`src/hdl/assert_macros.svh`:
```
// Assertion helpers shared by the keypad scanner RTL.
// Each macro expects signals named clk and rst_n in the using module.
`ifndef ASSERT_MACROS_SVH
`define ASSERT_MACROS_SVH

// Property that must hold at every clock edge outside reset.
`define KPS_ASSERT(label, prop, msg) \
  label: assert property (@(posedge clk) disable iff (!rst_n) prop) \
    else $error(msg);

// Condition that must never be true outside reset.
`define KPS_NEVER(label, cond, msg) \
  label: assert property (@(posedge clk) disable iff (!rst_n) !(cond)) \
    else $error(msg);

`endif

```
`src/hdl/kps_pkg.sv`:
```
`timescale 1ns / 1ps
// ----------------------------------------------------------------------------
// kps_pkg
// Shared types, constants and helpers of the 4x4 keypad scanner.
// ----------------------------------------------------------------------------
package kps_pkg;

  // Matrix geometry
  localparam int ROW_COUNT    = 4;
  localparam int COLUMN_COUNT = 4;

  // Field widths
  localparam int ROW_W  = 4;
  localparam int COL_W  = 4;
  localparam int IDX_W  = 2;
  localparam int CNT_W  = 16;
  localparam int CODE_W = 8;
  localparam int ADDR_W = 5;
  localparam int DATA_W = 64;

  // Register indexes (byte address = 8 * index)
  localparam logic [1:0] REG_DEBOUNCE = 2'd0;
  localparam logic [1:0] REG_TABLE_LO = 2'd1;
  localparam logic [1:0] REG_TABLE_HI = 2'd2;

  // Debounce count after reset
  localparam logic [CNT_W-1:0] DEBOUNCE_RESET = 16'd50;

  // Scan phases
  typedef enum logic [1:0] {
    PH_SCAN     = 2'd0,
    PH_DEBOUNCE = 2'd1,
    PH_RELEASE  = 2'd2
  } phase_t;

  // Configuration register contents
  typedef struct packed {
    logic [CNT_W-1:0]  debounce_ticks;
    logic [DATA_W-1:0] key_table_low;
    logic [DATA_W-1:0] key_table_high;
  } cfg_t;

  // One result beat
  typedef struct packed {
    logic [COL_W-1:0]  column_drive;
    logic              scan_done;
    logic [CODE_W-1:0] key_code;
  } result_t;

  // Key code lookup: byte idx of the 16-byte table split over two words
  function automatic logic [CODE_W-1:0] table_byte(input logic [DATA_W-1:0] lo,
                                                   input logic [DATA_W-1:0] hi,
                                                   input logic [3:0]        idx);
    logic [DATA_W-1:0] word;
    word = idx[3] ? hi : lo;
    return word[{idx[2:0], 3'b000} +: CODE_W];
  endfunction

endpackage

```
`src/hdl/matrix_keypad_scanner_core.sv`:
```
`timescale 1ns / 1ps
// ----------------------------------------------------------------------------
// matrix_keypad_scanner_core
// 4x4 active-low keypad scanner with APB configuration.
// ----------------------------------------------------------------------------
// Each input beat is one scan tick carrying the row levels sampled with the
// previously driven column low (column 0 after reset). Every beat yields
// exactly one result beat: the column drive for the next sample, a pass-end
// flag and the key code of the finished pass (0 if no key). The block takes
// one beat per clock while not stalled; each beat passes the input register,
// then the scan logic into the output register. The input register stalls
// only when it holds a beat and the result register is full and not taken.
// Registers sit at byte addresses 0x00 (debounce ticks, 16 bit), 0x08 (key
// codes 0..7) and 0x10 (key codes 8..15); write them only while idle.
// ----------------------------------------------------------------------------
`include "assert_macros.svh"

module matrix_keypad_scanner_core (
  input  logic                       clk,
  input  logic                       rst_n,
  // tick input
  input  logic                       in_valid,
  output logic                       in_ready,
  input  logic [kps_pkg::ROW_W-1:0]  in_row_levels,
  // result output
  output logic                       out_valid,
  input  logic                       out_ready,
  output logic [kps_pkg::COL_W-1:0]  out_column_drive,
  output logic                       out_scan_done,
  output logic [kps_pkg::CODE_W-1:0] out_key_code,
  // APB configuration
  input  logic                       psel,
  input  logic                       penable,
  input  logic                       pwrite,
  input  logic [kps_pkg::ADDR_W-1:0] paddr,
  input  logic [kps_pkg::DATA_W-1:0] pwdata,
  output logic [kps_pkg::DATA_W-1:0] prdata,
  output logic                       pready
);
  import kps_pkg::*;

  cfg_t              cfg;
  result_t           res;
  logic              in_vld_r;
  logic [ROW_W-1:0]  in_row_r;
  logic              out_vld_r;
  result_t           out_res_r;
  logic              s2_adv;
  logic              step_en;

  // Configuration registers
  kps_cfg_regs u_regs (
    .clk     (clk),
    .rst_n   (rst_n),
    .psel    (psel),
    .penable (penable),
    .pwrite  (pwrite),
    .paddr   (paddr),
    .pwdata  (pwdata),
    .prdata  (prdata),
    .pready  (pready),
    .cfg     (cfg)
  );

  // Handshake: output register frees when empty or taken
  assign s2_adv   = !out_vld_r || out_ready;
  assign in_ready = !in_vld_r || s2_adv;
  assign step_en  = in_vld_r && s2_adv;

  // Input register
  always_ff @(posedge clk) begin
    if (!rst_n) begin
      in_vld_r <= 1'b0;
    end else if (in_ready) begin
      in_vld_r <= in_valid;
    end
  end

  always_ff @(posedge clk) begin
    if (in_valid && in_ready) begin
      in_row_r <= in_row_levels;
    end
  end

  // Scan logic
  kps_scan u_scan (
    .clk        (clk),
    .rst_n      (rst_n),
    .step_en    (step_en),
    .row_levels (in_row_r),
    .cfg        (cfg),
    .res        (res)
  );

  // Output register
  always_ff @(posedge clk) begin
    if (!rst_n) begin
      out_vld_r <= 1'b0;
    end else if (s2_adv) begin
      out_vld_r <= in_vld_r;
    end
  end

  always_ff @(posedge clk) begin
    if (step_en) begin
      out_res_r <= res;
    end
  end

  assign out_valid        = out_vld_r;
  assign out_column_drive = out_res_r.column_drive;
  assign out_scan_done    = out_res_r.scan_done;
  assign out_key_code     = out_res_r.key_code;

  // Checks
  `KPS_ASSERT(a_stall_only_when_full, !in_ready |-> in_vld_r && out_vld_r && !out_ready, "input stalled with room in the pipe")

endmodule

```
`src/hdl/kps_cfg_regs.sv`:
```
`timescale 1ns / 1ps
// ----------------------------------------------------------------------------
// kps_cfg_regs
// APB register file: debounce length and the two halves of the key table.
// ----------------------------------------------------------------------------
module kps_cfg_regs (
  input  logic                      clk,
  input  logic                      rst_n,
  input  logic                      psel,
  input  logic                      penable,
  input  logic                      pwrite,
  input  logic [kps_pkg::ADDR_W-1:0] paddr,
  input  logic [kps_pkg::DATA_W-1:0] pwdata,
  output logic [kps_pkg::DATA_W-1:0] prdata,
  output logic                      pready,
  output kps_pkg::cfg_t             cfg
);
  import kps_pkg::*;

  logic [CNT_W-1:0]  debounce_r;
  logic [DATA_W-1:0] table_lo_r;
  logic [DATA_W-1:0] table_hi_r;
  logic              wr_en;
  logic [1:0]        reg_idx;

  assign pready  = 1'b1;
  assign wr_en   = psel && penable && pwrite;
  assign reg_idx = paddr[4:3];

  // Register writes
  always_ff @(posedge clk) begin
    if (!rst_n) begin
      debounce_r <= DEBOUNCE_RESET;
      table_lo_r <= '0;
      table_hi_r <= '0;
    end else if (wr_en) begin
      case (reg_idx)
        REG_DEBOUNCE: debounce_r <= pwdata[CNT_W-1:0];
        REG_TABLE_LO: table_lo_r <= pwdata;
        REG_TABLE_HI: table_hi_r <= pwdata;
        default: ;  // unmapped, ignored
      endcase
    end
  end

  // Read mux
  always_comb begin
    case (reg_idx)
      REG_DEBOUNCE: prdata = {{(DATA_W-CNT_W){1'b0}}, debounce_r};
      REG_TABLE_LO: prdata = table_lo_r;
      REG_TABLE_HI: prdata = table_hi_r;
      default:      prdata = '0;
    endcase
  end

  assign cfg.debounce_ticks = debounce_r;
  assign cfg.key_table_low  = table_lo_r;
  assign cfg.key_table_high = table_hi_r;

endmodule

```
`src/hdl/kps_scan.sv`:
```
`timescale 1ns / 1ps
// ----------------------------------------------------------------------------
// kps_scan
// Scan state machine: column walk, debounce, key capture and release wait.
// One tick is processed per cycle in which step_en is high.
// ----------------------------------------------------------------------------
`include "assert_macros.svh"

module kps_scan (
  input  logic                      clk,
  input  logic                      rst_n,
  input  logic                      step_en,
  input  logic [kps_pkg::ROW_W-1:0] row_levels,
  input  kps_pkg::cfg_t             cfg,
  output kps_pkg::result_t          res
);
  import kps_pkg::*;

  phase_t             phase_r, phase_nxt;
  logic [IDX_W-1:0]   col_r, col_nxt;
  logic [IDX_W-1:0]   held_r, held_nxt;
  logic [CNT_W-1:0]   cnt_r, cnt_nxt;
  logic [CODE_W-1:0]  pass_key_r, pass_key_nxt;

  logic               found;
  logic [IDX_W-1:0]   low_row;
  logic               held_low;
  logic               leave_col;
  logic               last_col;
  logic               done;

  // Lowest-numbered low row
  always_comb begin
    found   = 1'b0;
    low_row = '0;
    for (int r = ROW_COUNT - 1; r >= 0; r--) begin
      if (!row_levels[r]) begin
        found   = 1'b1;
        low_row = IDX_W'(r);
      end
    end
  end

  assign held_low = !row_levels[held_r];
  assign last_col = (col_r >= IDX_W'(COLUMN_COUNT - 1));

  // State registers
  always_ff @(posedge clk) begin
    if (!rst_n) begin
      phase_r    <= PH_SCAN;
      col_r      <= '0;
      held_r     <= '0;
      cnt_r      <= '0;
      pass_key_r <= '0;
    end else if (step_en) begin
      phase_r    <= phase_nxt;
      col_r      <= col_nxt;
      held_r     <= held_nxt;
      cnt_r      <= cnt_nxt;
      pass_key_r <= pass_key_nxt;
    end
  end

  // Next state
  always_comb begin
    phase_nxt    = phase_r;
    held_nxt     = held_r;
    cnt_nxt      = cnt_r;
    pass_key_nxt = pass_key_r;
    leave_col    = 1'b0;
    case (phase_r)
      PH_DEBOUNCE: begin
        if (cnt_r != '0) begin
          cnt_nxt = cnt_r - CNT_W'(1);
        end else if (held_low) begin
          pass_key_nxt = table_byte(cfg.key_table_low, cfg.key_table_high,
                                    {held_r, col_r});
          phase_nxt    = PH_RELEASE;
        end else begin
          leave_col = 1'b1;
        end
      end
      PH_RELEASE: begin
        if (!held_low) leave_col = 1'b1;
      end
      default: begin  // scanning; the spare code behaves the same
        if (found) begin
          held_nxt  = low_row;
          cnt_nxt   = cfg.debounce_ticks;
          phase_nxt = PH_DEBOUNCE;
        end else begin
          leave_col = 1'b1;
        end
      end
    endcase

    // Column advance, pass ends after the last column
    done    = leave_col && last_col;
    col_nxt = col_r;
    if (leave_col) begin
      phase_nxt = PH_SCAN;
      col_nxt   = last_col ? '0 : col_r + IDX_W'(1);
    end
    if (done) pass_key_nxt = '0;
  end

  // Result of this tick
  assign res.column_drive = ~(COL_W'(1) << col_nxt);
  assign res.scan_done    = done;
  assign res.key_code     = done ? pass_key_r : '0;

  // Checks
  `KPS_NEVER(a_code_only_on_done, res.key_code != '0 && !res.scan_done, "key code without pass end")
  `KPS_ASSERT(a_release_after_debounce, $rose(phase_r == PH_RELEASE) |-> $past(phase_r == PH_DEBOUNCE), "release wait entered without debounce")
  `KPS_ASSERT(a_hold_without_tick, !step_en |=> $stable(col_r) && $stable(pass_key_r), "scan state moved without a tick")

endmodule
```
`config.mk`:
```
export PLATFORM = sky130hd
export DESIGN_NAME = matrix_keypad_scanner_core
export DESIGN_NICKNAME = d
export VERILOG_FILES = /design/src/hdl/kps_pkg.sv /design/src/hdl/matrix_keypad_scanner_core.sv /design/src/hdl/kps_cfg_regs.sv /design/src/hdl/kps_scan.sv
export VERILOG_INCLUDE_DIRS = /design/src /design/src/hdl
export SDC_FILE = /design/constraint.sdc
export NUM_CORES = 1
export LEC_CHECK = 0
export ABC_CLOCK_PERIOD_IN_PS = 2500
export BUFFER_PORTS_ARGS = -buffer_cell sky130_fd_sc_hd__buf_2
export CAP_MARGIN = 40
export CORE_MARGIN = 1.5
export CORE_UTILIZATION = 35
export CTS_BUF_LIST = sky130_fd_sc_hd__clkbuf_4 sky130_fd_sc_hd__clkbuf_8
export DETAILED_ROUTE_END_ITERATION = 7
export REMOVE_ABC_BUFFERS = 1
export SLEW_MARGIN = 20
export SYNTH_ARGS = -nofsm -noshare
export SYNTH_HDL_FRONTEND = slang
export SYNTH_SLANG_ARGS = --single-unit
```
`constraint.sdc`:
```
create_clock -name clk -period 2.5 [get_ports clk]
set_input_delay 0.25 -clock clk [delete_from_list [all_inputs] [get_ports clk]]
set_output_delay 0.25 -clock clk [all_outputs]
set_load 0.03 [all_outputs]
```
**Yosys cells after proc, flatten, opt, wreduce, memory -nomap -nowiden**

Index checks and enable logic that the tools add are counted.

- Flip-flop bits (word level): 193
- Input bits: 80
- Output and inout port bits: 80
- Word-level logic and storage cells: 85

- $add $sub $neg: 2
- Magnitude comparators: 2
- Eq/ne operators: 10
- Shifts and indexed selects: 2
- Multiplexer cells: 30
- Bitwise operators: 3
- Reduce and logical (&&, ||, !) cells: 22

Operator list:

| cell | number |
|---|---|
| 64-bit one-hot mux with 3 select lines | 1 |
| 64-bit two-way mux | 1 |
| 64-bit by 7-bit indexed part select with 8-bit output | 1 |
| 16-bit two-way mux | 2 |
| 8-bit two-way mux | 4 |
| 16-bit one-hot mux with 2 select lines | 1 |
| 2-bit two-way mux | 10 |
| 16-bit nonzero test | 1 |
| 16-bit by 1-bit subtractor with 16-bit output (second input constant) | 1 |
| 1-bit two-way mux | 8 |
| 2-bit by 1-bit != test with 1-bit output (second input constant) | 4 |
| 4-bit AND reduction | 2 |
| 3-bit by 2-bit != test with 1-bit output (second input constant) | 2 |
| 2-bit AND reduction | 3 |
| 1-bit logical AND | 5 |
| 5-bit AND reduction | 1 |
| 2-bit by 1-bit == test with 1-bit output (second input constant) | 2 |
| 2-bit == test (second input constant) | 2 |
| 4-bit NOT | 1 |
| 2-bit one-hot mux with 2 select lines | 1 |
| 2-bit nonzero test | 2 |
| 1-bit by 2-bit left shift with 4-bit output (first input constant) | 1 |
| 2-bit by 3-bit < comparator with 1-bit output (second input constant) | 1 |
| 3-bit AND reduction | 1 |
| 10 further kinds | 13 |

**Logic depth before layout (Yosys ltp)**

- Depth after elaboration: 9
- Mapped depth: 8
- Depth with buffers taken out: 7

**Cells and area by module**

Synthesis repeated with hierarchy kept, for this count alone.

- Cells, all modules: 1,002
- Area total of the unflattened synthesis: 9,829.4 µm²

By module, submodules not included:

| module | times used | cells each | area an instance (µm²) | sequential area each (µm²) |
|---|---|---|---|---|
| kps_cfg_regs | 1 | 660 | 6,257.3 | 2,882.8 |
| kps_scan | 1 | 316 | 2,957.8 | 600.6 |
| matrix_keypad_scanner_core | 1 | 26 | 614.3 | 550.5 |

**Worst setup path before layout**

Ideal clock, no wire load.

- Path type: register to register
- Start: register u_scan.cnt_r[0]
- End: register u_scan.pass_key_r[0]
- Arrival time: 2,213 ps
- Path slack: 171 ps
- Cell stages (with the launch flop): 8
- Path buffers: 0
- Period minus slack after synthesis: 2,329 ps
- Path through: dfxtp_1 -> inv_1 -> ha_1 -> or4b_1 -> nor4_1 -> nand2_1 -> o311a_1 -> a22o_1

- Word-level cells in the longest chain between the ends: 6

Ends and longest elaborated chain:

| item | line | RTL |
|---|---|---|
| start, declared | kps_scan.sv:22 | `logic [CNT_W-1:0] cnt_r, cnt_nxt;` |
| start signal, assigned | kps_scan.sv:59 | `cnt_r <= cnt_nxt;` |
| 16-bit nonzero test * | kps_scan.sv:73 | `if (cnt_r != '0) begin` |
| 1-bit two-way mux | kps_scan.sv:73 |  |
| 1-bit one-hot mux with 2 select lines | kps_scan.sv:71 | `case (phase_r)` |
| 1-bit logical AND | kps_scan.sv:98 | `done = leave_col && last_col;` |
| 2-bit by 1-bit != test with 1-bit output (no source line) or 2-bit nonzero test (tied branches) | n/a |  |
| 4-bit AND reduction (no source line) | n/a |  |
| end signal, assigned | kps_scan.sv:60 | `pass_key_r <= pass_key_nxt;` |
| end, declared | kps_scan.sv:23 | `logic [CODE_W-1:0] pass_key_r, pass_key_nxt;` |

Every way passes the cells marked *; elsewhere a longest branch is shown, timed or not.
A chain may end at the register's enable or synchronous reset.

**Worst setup path after layout**

- Start: register u_scan.cnt_r[1]
- End: register u_scan.pass_key_r[7]

Same word-level chain as after synthesis.

==> flow_summary.ini <==
[status]
outcome = complete, no violations

[synth]
primary_ff_master_synth = sky130_fd_sc_hd__dfxtp_1
synth-edff-count = 17
synth.largest_area_cell = sky130_fd_sc_hd__dfxtp_1
synthesis.yosys.warnings = 0
yosys_register_bits = 193
post-synth-top-area-fraction = 0.384
synthesis.instances = 1085
synthTopCellsByArea = sky130_fd_sc_hd__dfxtp_1 (38%), sky130_fd_sc_hd__nand2_1 (14%), sky130_fd_sc_hd__a21oi_1 (9.1%)
synth_area_per_cell_um2 = 8.45
syn_area_um2 = 9170
postSynth.asyncResetShare = 0
synth_cell_type_count = 59
seq_area_frac_synth = 0.440

[setup_path]
worstSetupEndpointType = flip-flop
required_ns = 2.92
r2r_slack_ns = 0.14
worst_ep_arrival_time_ns = 2.79
setup.worst_path.start_class = flip-flop
crit_fanout = 8
class_of_the_most_critical_setup_path = reg2reg

[clock_tree]
clockRootBuffer = sky130_fd_sc_hd__clkbuf_8
h-tree-depth = 4
post-cts-setup-buffer-count = 0
buffers_from_clock_root_to_sink_at_most = 2
worst_skew_pair.late_latency_ns = 0.48
cts_tree = done
cts_sinks = 193
clkTransAtPathRegs_ns = 0.11
cts_buffers = 17

[sta]
timing.max_slew.rel_slack = 0.611
fmax_mhz = 423
period_needed_ns = 2.36
final-hold-violation-count = 0
worst_clock_skew_ns = 0.0163
finalWorstSetupSlack_ns = 0.135
grt_setup_unrepaired = no
fin_crit_sh = 0.946
fin_tns_setup_ns = 0
setup_violations = 0
timing_max_transition_violations_final = 0
max_slew.worst_pin.slew_ns = 0.583

[cells_and_area]
final-instance-count-excl-fill = 1612
area_growth_syn_to_layout_pct = 24.4
most_common_cell_after_layout_fill_and_taps_aside = sky130_fd_sc_hd__nand2_1
postLayoutCellArea_um2 = 11400
most-common-layout-cells = sky130_fd_sc_hd__nand2_1 (331), sky130_fd_sc_hd__dfxtp_1 (174), sky130_fd_sc_hd__a21oi_1 (166)
fin_util = 0.440
antenna_cells_inserted = 0
nFillCells = 2602
final_nets = 1349
fraction_of_final_layout_cells_with_drive_strength_greater_than_1 = 0.211

[place]
globalplace.congestion = 0.818
placed_cells_incl_taps = 1525
buffer_ports.inserted = 155
place_hpwl_um = 18300
detailed_place.area_um2 = 10400
preCtsSetupSlack_ns = 0.109

[pwr]
power.sequential.fraction = 0.524
clkPwrFrac = 0.341
ir_worst_vdd_v = 0.000283
share_comb_of_total_power = 0.135
internal_power_mw = 4.43
leakage_power_total_nw = 4.19
switching_power_mw = 1.74
power.density_nw_per_um2 = 542
power_switching_share = 0.282

[global_routing]
grt_first_pass_wirelength_um = 44900
grt_use_total = 0.212
largest_net_degree_at_the_start_of_global_routing = 66
grt_pass1_vias = 8209
globalRoute.totalOverflow = 0
antenna_found_initial = 0

[job]
maxCapViolations = 0

[floorplanning]
die_w_um = 165
initial_utilization = 0.354
floorplan.rows = 59
die-height_um = 165
top_level_ports = 160
floorplan_die_area_um2 = 27200
core_area_um2 = 25900

[route]
route.antenna.remaining_nets = 0
vias = 8592
first_pass_iters = 4
detail_route.drc_violations = 0
detailed_route_wire_length_per_cell_um = 17.7
drt_iter0_markers = 572
postRouteWirelength_um = 28500
post_drt_via_cell_ratio = 5.33

[worst_hold_path]
timing.hold.worst.class = in2reg
through the flow:
stage / hold slack [ns] / power (mW)
6_report: 0.0298 / 6.18
5_1_grt: 0.000968 / 6.45
4_1_cts: 0.00222 / 6.23
3_5_place_dp: 0.428 / 4.06
3_3_place_gp: 0.435 / 4.05
2_1_floorplan: 0.322 / 3.73
metal layers:
| metal | global-route usage | share of wire |
|---|---|---|
| met5 | 0 | 0 |
| met4 | 0.0483 | 0.011 |
| met3 | 0.0495 | 0.050 |
| met2 | 0.353 | 0.49 |
| met1 | 0.279 | 0.45 |
worst max-delay path: stages (launching register included):
cell and delay [ns]:
sky130_fd_sc_hd__dfxtp_1 0.35, sky130_fd_sc_hd__inv_1 0.08, sky130_fd_sc_hd__ha_1 0.15, sky130_fd_sc_hd__or4b_4 0.47, sky130_fd_sc_hd__or4_4 0.44, sky130_fd_sc_hd__or3_4 0.39, sky130_fd_sc_hd__nor4_4 0.15, sky130_fd_sc_hd__buf_6 0.17
sky130_fd_sc_hd__a22o_1 0.12
registers in the layout, summed over array words and instances (netlist names):
name,flops
in_row_r,4
in_vld_r,1
out_column_drive,4
out_key_code,8
out_scan_done,1
out_valid,1
u_regs.debounce_r,16
u_regs.table_hi_r,64
u_regs.table_lo_r,64
u_scan.cnt_r,16
u_scan.col_r,2
u_scan.held_r,2
u_scan.pass_key_r,8
u_scan.phase_r,2
power groups by stage:
stage | registers, mW | logic (mW) | clock network [mW]
2_1_floorplan | 3.32 | 0.409 | 0
3_3_place_gp | 3.30 | 0.747 | 0
3_5_place_dp | 3.30 | 0.752 | 0
4_1_cts | 3.23 | 0.823 | 2.18
5_1_grt | 3.25 | 0.912 | 2.30
6_report | 3.23 | 0.835 | 2.11
cell type report:
cell class              count  area [µm²]  share of cell area
flip-flops and latches    193        4040               0.354
inverters                  13        51.3             0.00450
multi-input cells         794        4800               0.421
clock buffers              18         241              0.0212
clock inverters            14         151              0.0133
repair buffers            245        1710               0.150
well taps                 335         419              0.0368
worst paths after layout:
path | to | start | depth (start not counted)
min | u_regs.table_lo_r[4] | pwdata[4] | 3
min reg2reg | u_regs.table_hi_r[50] | u_regs.table_hi_r[50] | 2
max reg2reg | u_scan.pass_key_r[7] | u_scan.cnt_r[1] | 8
max | u_scan.pass_key_r[7] | u_scan.cnt_r[1] | 8
synth_stat cells, types with 2 or more instances:
cell type	n
sky130_fd_sc_hd__or4_1	2
sky130_fd_sc_hd__dfxtp_1	176
sky130_fd_sc_hd__mux2i_1	37
sky130_fd_sc_hd__mux4_2	29
sky130_fd_sc_hd__a32oi_1	3
sky130_fd_sc_hd__nor3_1	9
sky130_fd_sc_hd__buf_1	12
sky130_fd_sc_hd__edfxtp_1	17
sky130_fd_sc_hd__a311oi_1	2
sky130_fd_sc_hd__buf_2	5
sky130_fd_sc_hd__a21oi_1	166
sky130_fd_sc_hd__a31oi_1	4
sky130_fd_sc_hd__and2_1	2
sky130_fd_sc_hd__clkbuf_1	67
sky130_fd_sc_hd__nand3_1	9
sky130_fd_sc_hd__a41oi_1	2
sky130_fd_sc_hd__inv_1	12
sky130_fd_sc_hd__nor4_1	7
sky130_fd_sc_hd__nand2b_1	5
sky130_fd_sc_hd__nor2_1	19
sky130_fd_sc_hd__a211oi_1	6
sky130_fd_sc_hd__nor3b_1	2
sky130_fd_sc_hd__and3_1	11
sky130_fd_sc_hd__o31ai_1	2
sky130_fd_sc_hd__o221a_2	3
sky130_fd_sc_hd__ha_1	5
sky130_fd_sc_hd__o21ai_0	30
sky130_fd_sc_hd__nand2_1	331
sky130_fd_sc_hd__a22o_1	59
sky130_fd_sc_hd__nor2b_1	5
sky130_fd_sc_hd__o22ai_1	7
sky130_fd_sc_hd__o32ai_1	7
sky130_fd_sc_hd__nand4_1	4
sky130_fd_sc_hd__o211ai_1	3
what timing repair did:
item / in CTS / in global routing
hold buffers: 55 / 0
endpoints found under the setup margin: 0 / 16
resized for setup: 0 / 5
hold endpoints to repair: 97 / 0
logic make-up (layout without fill, tap and decap cells):
kind of cell / count (synthesis) / count (layout) / share of synthesized area
simple gates: 416 / 416 / 0.191
compound gates: 305 / 305 / 0.208
flops: 193 / 193 / 0.440
buf+inv: 98 / 290 / 0.0412
mux: 67 / 67 / 0.113
fa+ha+maj: 5 / 5 / 0.00683
other cells: 1 / 1 / 0.000409
(Power assumes the default switching activity.)
